<file path="src/hw/rtl/hcbd_pkg.sv">
// ----------------------------------------------------------------------------
// hcbd_pkg
// Types, character codes and helpers of the chunked body decoder.
// ----------------------------------------------------------------------------
package hcbd_pkg;

  // width of the chunk size / remaining byte counter
  localparam int SIZE_BITS = 32;

  localparam logic [7:0] CH_ZERO    = 8'd48;
  localparam logic [7:0] CH_NINE    = 8'd57;
  localparam logic [7:0] CH_LOW_A   = 8'd97;
  localparam logic [7:0] CH_LOW_F   = 8'd102;
  localparam logic [7:0] CH_UP_A    = 8'd65;
  localparam logic [7:0] CH_UP_F    = 8'd70;
  localparam logic [7:0] CH_CR      = 8'd13;
  localparam logic [7:0] CH_LF      = 8'd10;
  localparam logic [4:0] HEX_TEN    = 5'd10;
  localparam logic [4:0] HEX_NONE   = 5'd16;

  typedef enum logic [2:0] {
    PH_SIZE,
    PH_SIZE_LF,
    PH_DATA,
    PH_TRAIL_CR,
    PH_TRAIL_LF
  } phase_t;

  typedef enum logic [1:0] {
    ST_COMPLETE,
    ST_MALFORMED,
    ST_TRUNCATED
  } status_t;

  typedef struct packed {
    logic [7:0] in_byte;
    logic       in_final;
  } in_item_t;

  typedef struct packed {
    logic [7:0] out_byte;
    logic       out_is_data;
    logic       out_end;
    status_t    end_status;
  } out_item_t;

  // input register contents
  typedef struct packed {
    logic     vld;
    in_item_t item;
  } stage_t;

  // result of one byte, handed to the result register
  typedef struct packed {
    logic      has;
    out_item_t item;
  } res_t;

  // 0..15 for a hex digit, HEX_NONE otherwise
  function automatic logic [4:0] hex_decode(input logic [7:0] c);
    logic [4:0] v;
    v = HEX_NONE;
    if (c >= CH_ZERO && c <= CH_NINE) begin
      v = 5'(c - CH_ZERO);
    end else if (c >= CH_LOW_A && c <= CH_LOW_F) begin
      v = 5'(c - CH_LOW_A) + HEX_TEN;
    end else if (c >= CH_UP_A && c <= CH_UP_F) begin
      v = 5'(c - CH_UP_A) + HEX_TEN;
    end
    return v;
  endfunction

endpackage

</file>
<file path="src/hw/rtl/hcbd_in_reg.sv">
// ----------------------------------------------------------------------------
// hcbd_in_reg
// Input register: holds one beat until the decode stage moves it on.
// ----------------------------------------------------------------------------
module hcbd_in_reg (
  input  logic              clk,
  input  logic              rst_n,
  input  logic              in_valid,
  output logic              in_stall,
  input  hcbd_pkg::in_item_t in_data,
  input  logic              advance,
  output hcbd_pkg::stage_t  stage
);

  logic               vld_r;
  logic               vld_nxt;
  hcbd_pkg::in_item_t item_r;

  // free when empty or when the held beat leaves this cycle
  assign in_stall = vld_r && !advance;
  assign vld_nxt  = in_stall ? vld_r : in_valid;

  always_ff @(posedge clk) begin
    if (!rst_n) begin
      vld_r <= 1'b0;
    end else begin
      vld_r <= vld_nxt;
    end
  end

  always_ff @(posedge clk) begin
    if (in_valid && !in_stall) begin
      item_r <= in_data;
    end
  end

  assign stage.vld  = vld_r;
  assign stage.item = item_r;

endmodule

</file>
<file path="src/hw/rtl/hcbd_parse.sv">
// ----------------------------------------------------------------------------
// hcbd_parse
// Framing state machine: size digits, CR LF, payload count, trailing CR LF.
// ----------------------------------------------------------------------------
module hcbd_parse (
  input  logic             clk,
  input  logic             rst_n,
  input  hcbd_pkg::stage_t stage,
  input  logic             take,
  output logic             advance,
  output hcbd_pkg::res_t   res
);

  hcbd_pkg::phase_t                phase_r;
  hcbd_pkg::phase_t                phase_nxt;
  logic [hcbd_pkg::SIZE_BITS-1:0]  count_r;
  logic [hcbd_pkg::SIZE_BITS-1:0]  count_nxt;
  logic                            done_r;
  logic                            done_nxt;
  logic                            is_data;
  logic                            ended;
  hcbd_pkg::status_t               status;
  logic [4:0]                      hv;
  logic [7:0]                      b;

  assign b  = stage.item.in_byte;
  assign hv = hcbd_pkg::hex_decode(b);

  always_ff @(posedge clk) begin
    if (!rst_n) begin
      phase_r <= hcbd_pkg::PH_SIZE;
      count_r <= '0;
      done_r  <= 1'b0;
    end else if (advance) begin
      phase_r <= phase_nxt;
      count_r <= count_nxt;
      done_r  <= done_nxt;
    end
  end

  always_comb begin
    phase_nxt = phase_r;
    count_nxt = count_r;
    is_data   = 1'b0;
    ended     = 1'b0;
    status    = hcbd_pkg::ST_COMPLETE;
    if (!done_r) begin
      case (phase_r)
        hcbd_pkg::PH_SIZE: begin
          if (!hv[4]) begin
            // a digit with the top nibble already in use overflows
            if (count_r[hcbd_pkg::SIZE_BITS-1 -: 4] != 4'd0) begin
              ended  = 1'b1;
              status = hcbd_pkg::ST_MALFORMED;
            end else begin
              count_nxt = {count_r[hcbd_pkg::SIZE_BITS-5:0], hv[3:0]};
            end
          end else if (b == hcbd_pkg::CH_CR) begin
            phase_nxt = hcbd_pkg::PH_SIZE_LF;
          end else begin
            ended  = 1'b1;
            status = hcbd_pkg::ST_MALFORMED;
          end
        end
        hcbd_pkg::PH_SIZE_LF: begin
          if (b != hcbd_pkg::CH_LF) begin
            ended  = 1'b1;
            status = hcbd_pkg::ST_MALFORMED;
          end else if (count_r == '0) begin
            ended  = 1'b1;
            status = hcbd_pkg::ST_COMPLETE;
          end else begin
            phase_nxt = hcbd_pkg::PH_DATA;
          end
        end
        hcbd_pkg::PH_DATA: begin
          is_data   = 1'b1;
          count_nxt = count_r - hcbd_pkg::SIZE_BITS'(1);
          if (count_nxt == '0) begin
            phase_nxt = hcbd_pkg::PH_TRAIL_CR;
          end
        end
        hcbd_pkg::PH_TRAIL_CR: begin
          if (b == hcbd_pkg::CH_CR) begin
            phase_nxt = hcbd_pkg::PH_TRAIL_LF;
          end else begin
            ended  = 1'b1;
            status = hcbd_pkg::ST_MALFORMED;
          end
        end
        hcbd_pkg::PH_TRAIL_LF: begin
          if (b == hcbd_pkg::CH_LF) begin
            phase_nxt = hcbd_pkg::PH_SIZE;
            count_nxt = '0;
          end else begin
            ended  = 1'b1;
            status = hcbd_pkg::ST_MALFORMED;
          end
        end
        default: begin
          ended  = 1'b1;
          status = hcbd_pkg::ST_MALFORMED;
        end
      endcase
      // buffer ran out before the zero chunk
      if (!ended && stage.item.in_final) begin
        ended  = 1'b1;
        status = hcbd_pkg::ST_TRUNCATED;
      end
    end
    done_nxt = done_r || ended;

    res.has              = stage.vld && (is_data || ended);
    res.item.out_byte    = is_data ? b : 8'd0;
    res.item.out_is_data = is_data;
    res.item.out_end     = ended;
    res.item.end_status  = ended ? status : hcbd_pkg::ST_COMPLETE;

    advance = stage.vld && (!(is_data || ended) || take);
  end

endmodule

</file>
<file path="src/hw/rtl/hcbd_out_reg.sv">
// ----------------------------------------------------------------------------
// hcbd_out_reg
// Result register: holds one result beat until the sink takes it.
// ----------------------------------------------------------------------------
module hcbd_out_reg (
  input  logic                clk,
  input  logic                rst_n,
  input  hcbd_pkg::res_t      res,
  output logic                take,
  output logic                out_valid,
  input  logic                out_stall,
  output hcbd_pkg::out_item_t out_data
);

  logic                vld_r;
  logic                vld_nxt;
  hcbd_pkg::out_item_t item_r;

  assign take    = !vld_r || !out_stall;
  assign vld_nxt = take ? res.has : vld_r;

  always_ff @(posedge clk) begin
    if (!rst_n) begin
      vld_r <= 1'b0;
    end else begin
      vld_r <= vld_nxt;
    end
  end

  always_ff @(posedge clk) begin
    if (take && res.has) begin
      item_r <= res.item;
    end
  end

  assign out_valid = vld_r;
  assign out_data  = item_r;

endmodule

</file>
<file path="src/hw/rtl/http_chunked_body_decoder.sv">
// ----------------------------------------------------------------------------
// http_chunked_body_decoder
// Decodes an HTTP chunked body one byte per beat into payload bytes and
// one end beat with a status.
//
//   channel  dir  handshake          payload
//   in_      in   in_valid/in_stall  in_data  : in_byte, in_final
//   out_     out  out_valid/out_stall out_data : out_byte, out_is_data,
//                                               out_end, end_status
//
// One input beat per cycle while in_stall is low; a result passes through the
// input register, decode and the result register on its way out.
// Each beat gives zero or one result; beats after the end give none.
// Reset is synchronous and clears framing state, counter and end flag.
// out_stall backs up into in_stall only while a beat that has a result
// waits on a full result register.
// ----------------------------------------------------------------------------
module http_chunked_body_decoder (
  input  logic                clk,
  input  logic                rst_n,
  input  logic                in_valid,
  output logic                in_stall,
  input  hcbd_pkg::in_item_t  in_data,
  output logic                out_valid,
  input  logic                out_stall,
  output hcbd_pkg::out_item_t out_data
);

  hcbd_pkg::stage_t stage;
  hcbd_pkg::res_t   res;
  logic             advance;
  logic             take;

  hcbd_in_reg u_in_reg (
    .clk      (clk),
    .rst_n    (rst_n),
    .in_valid (in_valid),
    .in_stall (in_stall),
    .in_data  (in_data),
    .advance  (advance),
    .stage    (stage)
  );

  hcbd_parse u_parse (
    .clk     (clk),
    .rst_n   (rst_n),
    .stage   (stage),
    .take    (take),
    .advance (advance),
    .res     (res)
  );

  hcbd_out_reg u_out_reg (
    .clk       (clk),
    .rst_n     (rst_n),
    .res       (res),
    .take      (take),
    .out_valid (out_valid),
    .out_stall (out_stall),
    .out_data  (out_data)
  );

endmodule

</file>
<file path="config.mk">
export PLATFORM = sky130hd
export DESIGN_NAME = http_chunked_body_decoder
export DESIGN_NICKNAME = d
export VERILOG_FILES = /design/src/hw/rtl/hcbd_pkg.sv /design/src/hw/rtl/hcbd_in_reg.sv /design/src/hw/rtl/hcbd_parse.sv /design/src/hw/rtl/hcbd_out_reg.sv /design/src/hw/rtl/http_chunked_body_decoder.sv
export SDC_FILE = /design/constraint.sdc
export NUM_CORES = 1
export LEC_CHECK = 0
export ABC_AREA = 0
export BUFFER_PORTS_ARGS = -buffer_cell sky130_fd_sc_hd__buf_4
export CORE_MARGIN = 2
export CORE_UTILIZATION = 60
export DETAILED_ROUTE_END_ITERATION = 8
export GPL_ROUTABILITY_DRIVEN = 0
export PLACE_DENSITY = 0.92
export SLEW_MARGIN = 25
export SYNTH_ARGS = -nofsm -noshare
export SYNTH_HDL_FRONTEND = slang
export SYNTH_SLANG_ARGS = --single-unit
export TNS_END_PERCENT = 30
</file>
<file path="constraint.sdc">
create_clock -name clk -period 3.58 [get_ports clk]
set_clock_uncertainty 0.1 [all_clocks]
set_input_delay 0.537 -clock clk [delete_from_list [all_inputs] [get_ports clk]]
set_output_delay 0.537 -clock clk [all_outputs]
set_load 0.03 [all_outputs]
</file>
Yosys cells after proc, flatten, opt, wreduce, memory -nomap -nowiden. Index checks and enable logic that the tools add are counted.

Word-level logic and storage cells: 105. Register bits after elaboration: 59. Bits of input ports: 13. Output and inout port bits: 14.

$add $sub $neg: 6. Eq/ne operators: 16. Reductions and logical operators: 29. Bitwise gates (word level): 2. Mux-type cells: 34. Magnitude comparators: 6.

Operators by type and width (count): two-way mux 32 bit (3); one-hot mux 32 bit (3 select lines) (1); logical NOT 32 bit (2); subtractor 32 x 1 -> 32 bit (second input constant) (1); two-way mux 3 bit (7); equality test 8 x 4 -> 1 bit (second input constant) (2); greater-or-equal comparator 8 x 7 -> 1 bit (second input constant) (2); less-or-equal comparator 8 x 7 -> 1 bit (second input constant) (2); two-way mux 1 bit (15); two-way mux 5 bit (3); one-hot mux 3 bit (5 select lines) (1); adder 5 x 4 -> 5 bit (second input constant) (2); inequality test 2 x 1 -> 1 bit (second input constant) (5); one-hot mux 2 bit (5 select lines) (1); AND reduction 10 bit (1); subtractor 5 x 1 -> 5 bit (second input constant) (2); logical AND 1 bit (9); greater-or-equal comparator 8 x 6 -> 1 bit (second input constant) (1); less-or-equal comparator 8 x 6 -> 1 bit (second input constant) (1); inequality test 2 bit (second input constant) (4); inequality test 8 x 4 -> 1 bit (second input constant) (1); equality test 3 x 2 -> 1 bit (second input constant) (2); logical NOT 1 bit (6); AND reduction 6 bit (1); 13 further kinds (18).

Longest topological paths before layout. Gate-level depths: netlist of the first run.

Word-level depth: 20. Depth in mapped cells: 10. Depth with buffers taken out: 9.

Cells and area by module. From an unflattened synthesis of the first run, not the netlist that was laid out.

Cell total of the unflattened synthesis: 440. Area total of the unflattened synthesis: 3965.1 um^2.

Modules (own cells, without submodules): hcbd_parse (instances 1, cells each 409, seq. area each 720.7 um^2, area each 3238.1 um^2); hcbd_out_reg (instances 1, cells each 17, seq. area each 380.4 um^2, area each 401.6 um^2); hcbd_in_reg (instances 1, cells each 14, seq. area each 290.3 um^2, area each 325.3 um^2).

Least setup slack after synthesis of the first run. OpenSTA, ideal clock, no wires.

Kind: register to register. Start: reg u_parse.count_r[20] (netlist bit). End: reg u_out_reg.item_r, in the netlist u_out_reg.out_data[0], enable pin. Period minus slack after synthesis: 3265 ps. Arrival time: 2780 ps. Slack: 315 ps. Data required time: 3095 ps. Cell stages (with the launch flop): 8. Buffers on the path: 1. Library setup time: 385 ps. Cells stage by stage: dfxtp_1 -> buf_6 -> or4_4 -> or4_4 -> or4_4 -> o211ai_2 -> o31ai_2 -> a21oi_1.

Longest elaborated chain between the ends: 12.

RTL lines: from (decl) (RTL line hcbd_parse.sv:16) `logic [hcbd_pkg::SIZE_BITS-1:0] count_r;`; from (signal assigned) (RTL line hcbd_parse.sv:36) `count_r <= count_nxt;`; logical NOT 32 bit (*) (RTL line hcbd_parse.sv:69) `end else if (count_r == '0) begin`; two-way mux 1 bit (*) (RTL line hcbd_parse.sv:69); two-way mux 1 bit (*) (RTL line hcbd_parse.sv:66) `if (b != hcbd_pkg::CH_LF) begin`; one-hot mux 1 bit (5 select lines) (*) (RTL line hcbd_parse.sv:48) `case (phase_r)`; two-way mux 1 bit (*) (RTL line hcbd_parse.sv:47) `if (!done_r) begin`; logical NOT 1 bit (RTL line hcbd_parse.sv:106) `if (!ended && stage.item.in_final) begin`; logical AND 1 bit (RTL line hcbd_parse.sv:106); two-way mux 1 bit (*) (RTL line hcbd_parse.sv:106); two-way mux 1 bit (*) (RTL line hcbd_parse.sv:47); logical OR 1 bit (*) (RTL line hcbd_parse.sv:113) `res.has = stage.vld && (is_data || ended);`; logical AND 1 bit (*) (RTL line hcbd_parse.sv:113); logical AND 1 bit (*) (RTL line hcbd_out_reg.sv:31) `if (take && res.has) begin`; to (signal assigned) (RTL line hcbd_out_reg.sv:32) `item_r <= res.item;`; to (decl) (RTL line hcbd_out_reg.sv:17) `hcbd_pkg::out_item_t item_r;`.

Every way passes the cells marked *; elsewhere a longest branch is shown, timed or not. The select of a mux whose other input is x is not followed. A chain may end at the register's enable or synchronous reset.

Final worst setup path of the first run.
Start: reg u_parse.count_r[20] (netlist bit). End: out in_stall.

Longest elaborated chain between the ends: 15.

RTL lines: logical NOT 32 bit (*) (RTL line hcbd_parse.sv:69); two-way mux 1 bit (*) (RTL line hcbd_parse.sv:69); two-way mux 1 bit (*) (RTL line hcbd_parse.sv:66); one-hot mux 1 bit (5 select lines) (*) (RTL line hcbd_parse.sv:48); two-way mux 1 bit (*) (RTL line hcbd_parse.sv:47); logical NOT 1 bit (RTL line hcbd_parse.sv:106); logical AND 1 bit (RTL line hcbd_parse.sv:106); two-way mux 1 bit (*) (RTL line hcbd_parse.sv:106); two-way mux 1 bit (*) (RTL line hcbd_parse.sv:47); logical OR 1 bit (*) (RTL line hcbd_parse.sv:119) `advance = stage.vld && (!(is_data || ended) || take);`; logical NOT 1 bit (*) (RTL line hcbd_parse.sv:119); logical OR 1 bit (*) (RTL line hcbd_parse.sv:119); logical AND 1 bit (*) (RTL line hcbd_parse.sv:119); logical NOT 1 bit (*) (RTL line hcbd_in_reg.sv:20) `assign in_stall = vld_r && !advance;`; logical AND 1 bit (*) (RTL line hcbd_in_reg.sv:20); to (decl) (RTL line http_chunked_body_decoder.sv:22) `output logic in_stall,`.

Marks and branches as above.

==> summary.md, run 1 <==
| Metric | Value |
|---|---|
| Mapped Nets | `432` |
| Synth Area per Inst | `8.56 µm²` |
| First-pass GRT wire length | `15.0 mm` |
| CTS Buf Count | `9` |
| GR Overflow Total | `0` |
| Crit-path cells | `or4_4 -> or4_4 -> or4_4 -> o211ai_2 -> o31ai_4 -> nor2_4 -> buf_4` |
| Vias in the first global route | `3174` |
| Rows | `27` |
| Io pins | `27` |
| Top post-synthesis cells by area | `dfxtp_1, edfxtp_1, nor2_1, nor3_1, o211ai_1` |
| I/O Buffers | `26` |
| Final Hold Viols | `0` |
| Synthesis-stage register bit count | `59` |
| Final Slew Violations | `0` |
| Initial antenna violation count | `0` |
| WL/cell | `18.7 µm` |
| TNS Setup | `0 ps` |
| Max FO, Critical Path | `8` |
| Data required, critical path | `2940 ps` |
| Top-count cell post-synth | `nor2_1` |
| Layout cells sized above 1 | `15.7%` |
| Clock H-tree levels | `3` |
| Starting Density | `62.9%` |
| Core outline area | `5610 µm²` |
| Sequential area share after synthesis | `39.4%` |
| Pre-antenna DRT Iters | `5` |
| Worst-path clk slew | `60 ps` |
| Syn. warnings | `0` |
| Worst vdd ir | `0.306 mV` |
| Post-synth EDFFs | `21` |
| Ys async rst share | `0%` |
| Power share of the clock group | `38.9%` |
| Net switching power | `0.399 mW` |
| Power per standard cell area | `376 nW/µm²` |
| CP Class | `reg2out` |
| Post-CTS Hold Buffers | `0` |
| Die height | `80.7 µm` |
| N_diodes | `0` |
| GRT Total Usage | `29.7%` |
| Worst hold path class | `in2reg` |
| Distinct cells, synth | `59` |
| Fin crit share | `97.4%` |
| Yosys top cell area share | `21.6%` |
| Combinational Power Share | `12.0%` |
| Max-slew headroom | `32.6%` |
| Worst-Skew Late Latency | `350 ps` |
| CP Capture Type | `output pin` |
| Pin count of the biggest net entering global routing | `38` |
| Switching share of power | `26.7%` |
| Via count | `3434` |
| Slew @ Worst Pin | `1010 ps` |
| P_int | `1.09 mW` |
| DIE AREA | `6510 µm²` |
| Startpoint Class | `register` |
| Fmax | `287 MHz` |
| Cell mode on critical path | `or4_4` |
| Die width | `80.7 µm` |
| RSZ-0062 raised after global routing | `no` |
| Post-layout min period | `3490 ps` |
| CP max stage delay | `570 ps` |
| Final setup vio count | `0` |
| Power Total | `1.49 mW` |
| Leakage power | `1.45 nW` |
| Setup WS post-layout | `92.7 ps` |
| Cells after Synth | `412` |
| Synthesis-to-finish area growth | `12.7%` |
| Synth Cell Area | `3530 µm²` |
| Post-synth top cells | `nor2_1, dfxtp_1, nor3_1, clkbuf_1, o21ai_0` |
| Clk root buf | `clkbuf_8` |
| Nets | `443` |
| Max-capacitance violation count | `0` |
| Worst EP arrival | `2850 ps` |
| Leading area contributor after synthesis | `dfxtp_1` |
| Reg power frac | `49.1%` |
| DRC | `0` |
| Primary FF master, synth | `dfxtp_1` |
| CTS tree | `done` |
| Via density | `6.87` |
| CTS Buffer Depth | `2` |
| Iter 0 DRT Violations | `387` |
| Delay-heaviest family, CP | `simple AND/OR/NAND/NOR gates` |
| Pre-CTS WS | `283 ps` |
| Status | `completed` |
| Post-DRT Antenna Nets | `0` |
| Drt total wl | `9.35 mm` |
| Clock sinks | `59` |
| CP max-delay cell | `or4_4` |
| DP Wirelength | `6.06 mm` |
| CP bufs+invs | `1` |
-- flip-flops by register name (all words and copies together), names as in the netlist --
name                 cells
u_out_reg.out_data      12
u_in_reg.vld_r           1
u_parse.done_r           1
u_parse.count_r         32
u_in_reg.stage           9
u_parse.phase_r          3
u_out_reg.out_valid      1
-- worst paths after layout --
check | startpoint | end | slack, ps | depth (start not counted)
worst max-delay path | u_parse.count_r[20] | in_stall | 90 | 7
worst min-delay path | in_data[4] | u_in_reg.stage[4] | 260 | 1
worst max register to register | u_parse.count_r[0] | u_parse.phase_r[0] | 440 | 9
worst min register to register | u_parse.count_r[30] | u_parse.count_r[30] | 420 | 2
-- per-layer routing --
metal	GRT usage, %	vias up	part of all wire (%)
met4	12.9	0	2.2
li1	-	1579	-
met2	47.2	212	48
met5	0	-	0
met1	37.8	1614	40
met3	8.31	29	9.0
-- cells in the final DEF, fill, tap and decap left out, drive strengths merged, types with 10 or more instances in the layout --
cell type and count:
edfxtp 21, o21ai 27, xor2 12, clkbuf 10, a21oi 16, nor3 33, dfxtp 38, nand2 14
nor4 13, nor2 62, buf 33, o211ai 20
-- worst register-to-register path: stages (launching register included) --
cell      delay (ps)
dfxtp_1          380
inv_1            150
ha_1             370
nor3b_1          380
nand4_1          370
nor3_1           480
xor2_1           130
nor3_1           250
nand4_1          150
a211oi_1         270
-- cell families after synthesis --
family,count (synthesis),synth area share [%]
AO/OA/AOI/OAI,110,22.3
buffers and inverters,41,4.68
XOR/XNOR,19,4.72
adder cells (fa/ha/maj),7,2.48
AND/OR/NAND/NOR,176,26.4
flip-flops,59,39.4
-- power by group through the flow --
stage	sequential (mW)	clock, mW	combinational [mW]
2_1_floorplan	0.748	0	0.114
3_3_place_gp	0.743	0	0.167
3_5_place_dp	0.745	0	0.172
4_1_cts	0.731	0.580	0.174
5_1_grt	0.734	0.609	0.194
6_report	0.733	0.581	0.179
-- repair_timing --
item,CTS,global route
pin swaps,0,0
gates resized for setup,1,4
endpoints found under the setup margin,1,1
buffers inserted,0,0
-- metrics by stage --
stage               cell area, µm²  hold slack [ps]  std cells  util, %
finish                        3970              264        500     70.9
global route                  3970              258        500     70.9
CTS                           3940              261        500     70.3
detailed placement            3750              406        484     66.9
global placement              3750              386        484     66.8
floorplan                     3530              365        412        -
-- cell type report --
| class | instances | area, µm² |
|---|---|---|
| Clock inverter | 6 | 56.3 |
| Fill cell | 409 | 1630 |
| Inverter | 8 | 30.0 |
| Timing Repair Buffer | 33 | 248 |
| Tap cell | 72 | 90.1 |
| Multi-Input combinational cell | 312 | 2030 |
| Sequential cell | 59 | 1390 |
| Clock buffer | 10 | 128 |
Note: power is estimated with default switching activity, not from simulation.
==> run 2, diff against run 1 <==
--- a/config.mk
+++ b/config.mk
@@ -11,7 +11,7 @@
 export CORE_UTILIZATION = 60
 export DETAILED_ROUTE_END_ITERATION = 8
 export GPL_ROUTABILITY_DRIVEN = 0
-export PLACE_DENSITY = 0.92
+export PLACE_DENSITY = 0.9
 export SLEW_MARGIN = 25
 export SYNTH_ARGS = -nofsm -noshare
 export SYNTH_HDL_FRONTEND = slang
==> summary.md, run 2 (synthesis results as in run 1) <==
| Metric | Value |
|---|---|
| N_diodes | `0` |
| Slew @ Worst Pin | `917 ps` |
| Final Hold Viols | `0` |
| CP max stage delay | `530 ps` |
| Post-CTS Hold Buffers | `0` |
| Drt total wl | `9.36 mm` |
| Final cell utilization of the core | `71.9%` |
| Die height | `80.7 µm` |
| GRT Total Usage | `30.2%` |
| Worst EP arrival | `2810 ps` |
| CP Capture Type | `output pin` |
| Via count | `3442` |
| Rows | `27` |
| Worst hold path class | `in2reg` |
| Pre-antenna DRT Iters | `6` |
| Data required, critical path | `2940 ps` |
| Initial antenna violation count | `0` |
| Pin count of the biggest net entering global routing | `33` |
| DP Wirelength | `6.18 mm` |
| Post-DRT Antenna Nets | `0` |
| Starting Density | `62.9%` |
| CTS Buf Count | `9` |
| Power per standard cell area | `398 nW/µm²` |
| Dpl cells | `487` |
| Area occupied by multi-input gates | `2020 µm²` |
| Leakage power | `1.48 nW` |
| Nets | `446` |
| Clk root buf | `clkbuf_8` |
| Final Slew Violations | `0` |
| Io pins | `27` |
| CTS Buffer Depth | `2` |
| CP bufs+invs | `1` |
| Core outline area | `5610 µm²` |
| Worst vdd ir | `0.294 mV` |
| Status | `completed` |
| Biggest register | `u_parse.count_r` |
| Storage cell area | `1390 µm²` |
| CP max-delay cell | `nor4_1` |
| Largest register FFs | `32` |
| Iter 0 DRT Violations | `388` |
| Synthesis-to-finish area growth | `14.3%` |
| Final cell count without fillers | `503` |
| Final setup vio count | `0` |
| Die width | `80.7 µm` |
| Fillers | `410` |
| DRC | `0` |
| TNS Setup | `0 ps` |
| Pre-CTS WS | `265 ps` |
| Layout cells sized above 1 | `16.7%` |
| DIE AREA | `6510 µm²` |
| Worst-path clk slew | `70 ps` |
| CP Class | `reg2out` |
| Max-slew headroom | `38.9%` |
| Max FO, Critical Path | `5` |
| Most common cell after layout, fill and taps aside | `nor2_1` |
| Clock sinks | `59` |
| Startpoint Class | `register` |
| GR Overflow Total | `0` |
| I/O Buffers | `26` |
| Power Total | `1.61 mW` |
| Clock H-tree levels | `3` |
| WL/cell | `18.6 µm` |
| Max-capacitance violation count | `0` |
| First-pass GRT wire length | `15.0 mm` |
| Delay-heaviest family, CP | `compound AO/OA/AOI/OAI gates` |
| Fmax | `290 MHz` |
| Most frequent cells in the layout | `nor2_1, dfxtp_1, buf_4, nor3_1, o21ai_0` |
| Fin crit share | `96.3%` |
| Vias in the first global route | `3191` |
| Post-layout min period | `3450 ps` |
| Setup WS post-layout | `131 ps` |
| Worst-Skew Late Latency | `350 ps` |
| Crit-path cells | `nor4_1 -> nand2_1 -> o32ai_1 -> o211ai_2 -> o31ai_4 -> nor2_4 -> buf_4` |
| CTS tree | `done` |
| Via density | `6.84` |
run 2: cell types whose count changed in the layout (fill, tap and decap cells not counted), sizes merged:
cell      delta
buf          +3
clkinv       -2
bufinv       +1
clkinvlp     +1
run 2: routing by layer:
metal / up-vias / track usage [%] / share of wire [%]
met3: 28 / 6.18 / 8.2
met4: 0 / 15.4 / 2.8
met5: - / 0 / 0
met1: 1642 / 37.7 / 40
met2: 195 / 49.3 / 49
li1: 1577 / - / -
run 2: layout make-up:
class	instances	share of cell area, %
multi-input cells	312	50.2
flip-flops and latches	59	34.5
repair buffers	36	6.70
clock buffers	10	3.41
well taps	72	2.23
clock inverters	6	2.20
inverters	8	0.745
run 2: where the power goes:
part	leakage [nW]	switching (mW)	internal (mW)	total, mW
clock	0.108	0.284	0.410	0.694
combinational	0.857	0.110	0.0701	0.180
sequential	0.510	0.0203	0.712	0.732
run 2: repair_timing:
item,4_1_cts,5_1_grt
setup endpoints to repair,1,1
resized for setup,1,4
setup buffers,0,0
pin swaps,0,1
run 2: stage by stage:
step           instance area, µm²  hold WS [ps]
4_1_cts                      4000           251
5_1_grt                      4030           253
6_report                     4030           257
2_1_floorplan                3530           365
3_5_place_dp                 3770           407
3_3_place_gp                 3770           387
run 2: worst paths after layout:
kind / start / to / slack [ps] / cells after the start
hold reg to reg: u_parse.count_r[30] / u_parse.count_r[30] / 430 / 2
setup reg to reg: u_parse.count_r[0] / u_parse.phase_r[0] / 460 / 9
setup / recovery: u_in_reg.stage[7] / in_stall / 130 / 7
hold / removal: in_data[8] / u_in_reg.stage[8] / 260 / 1
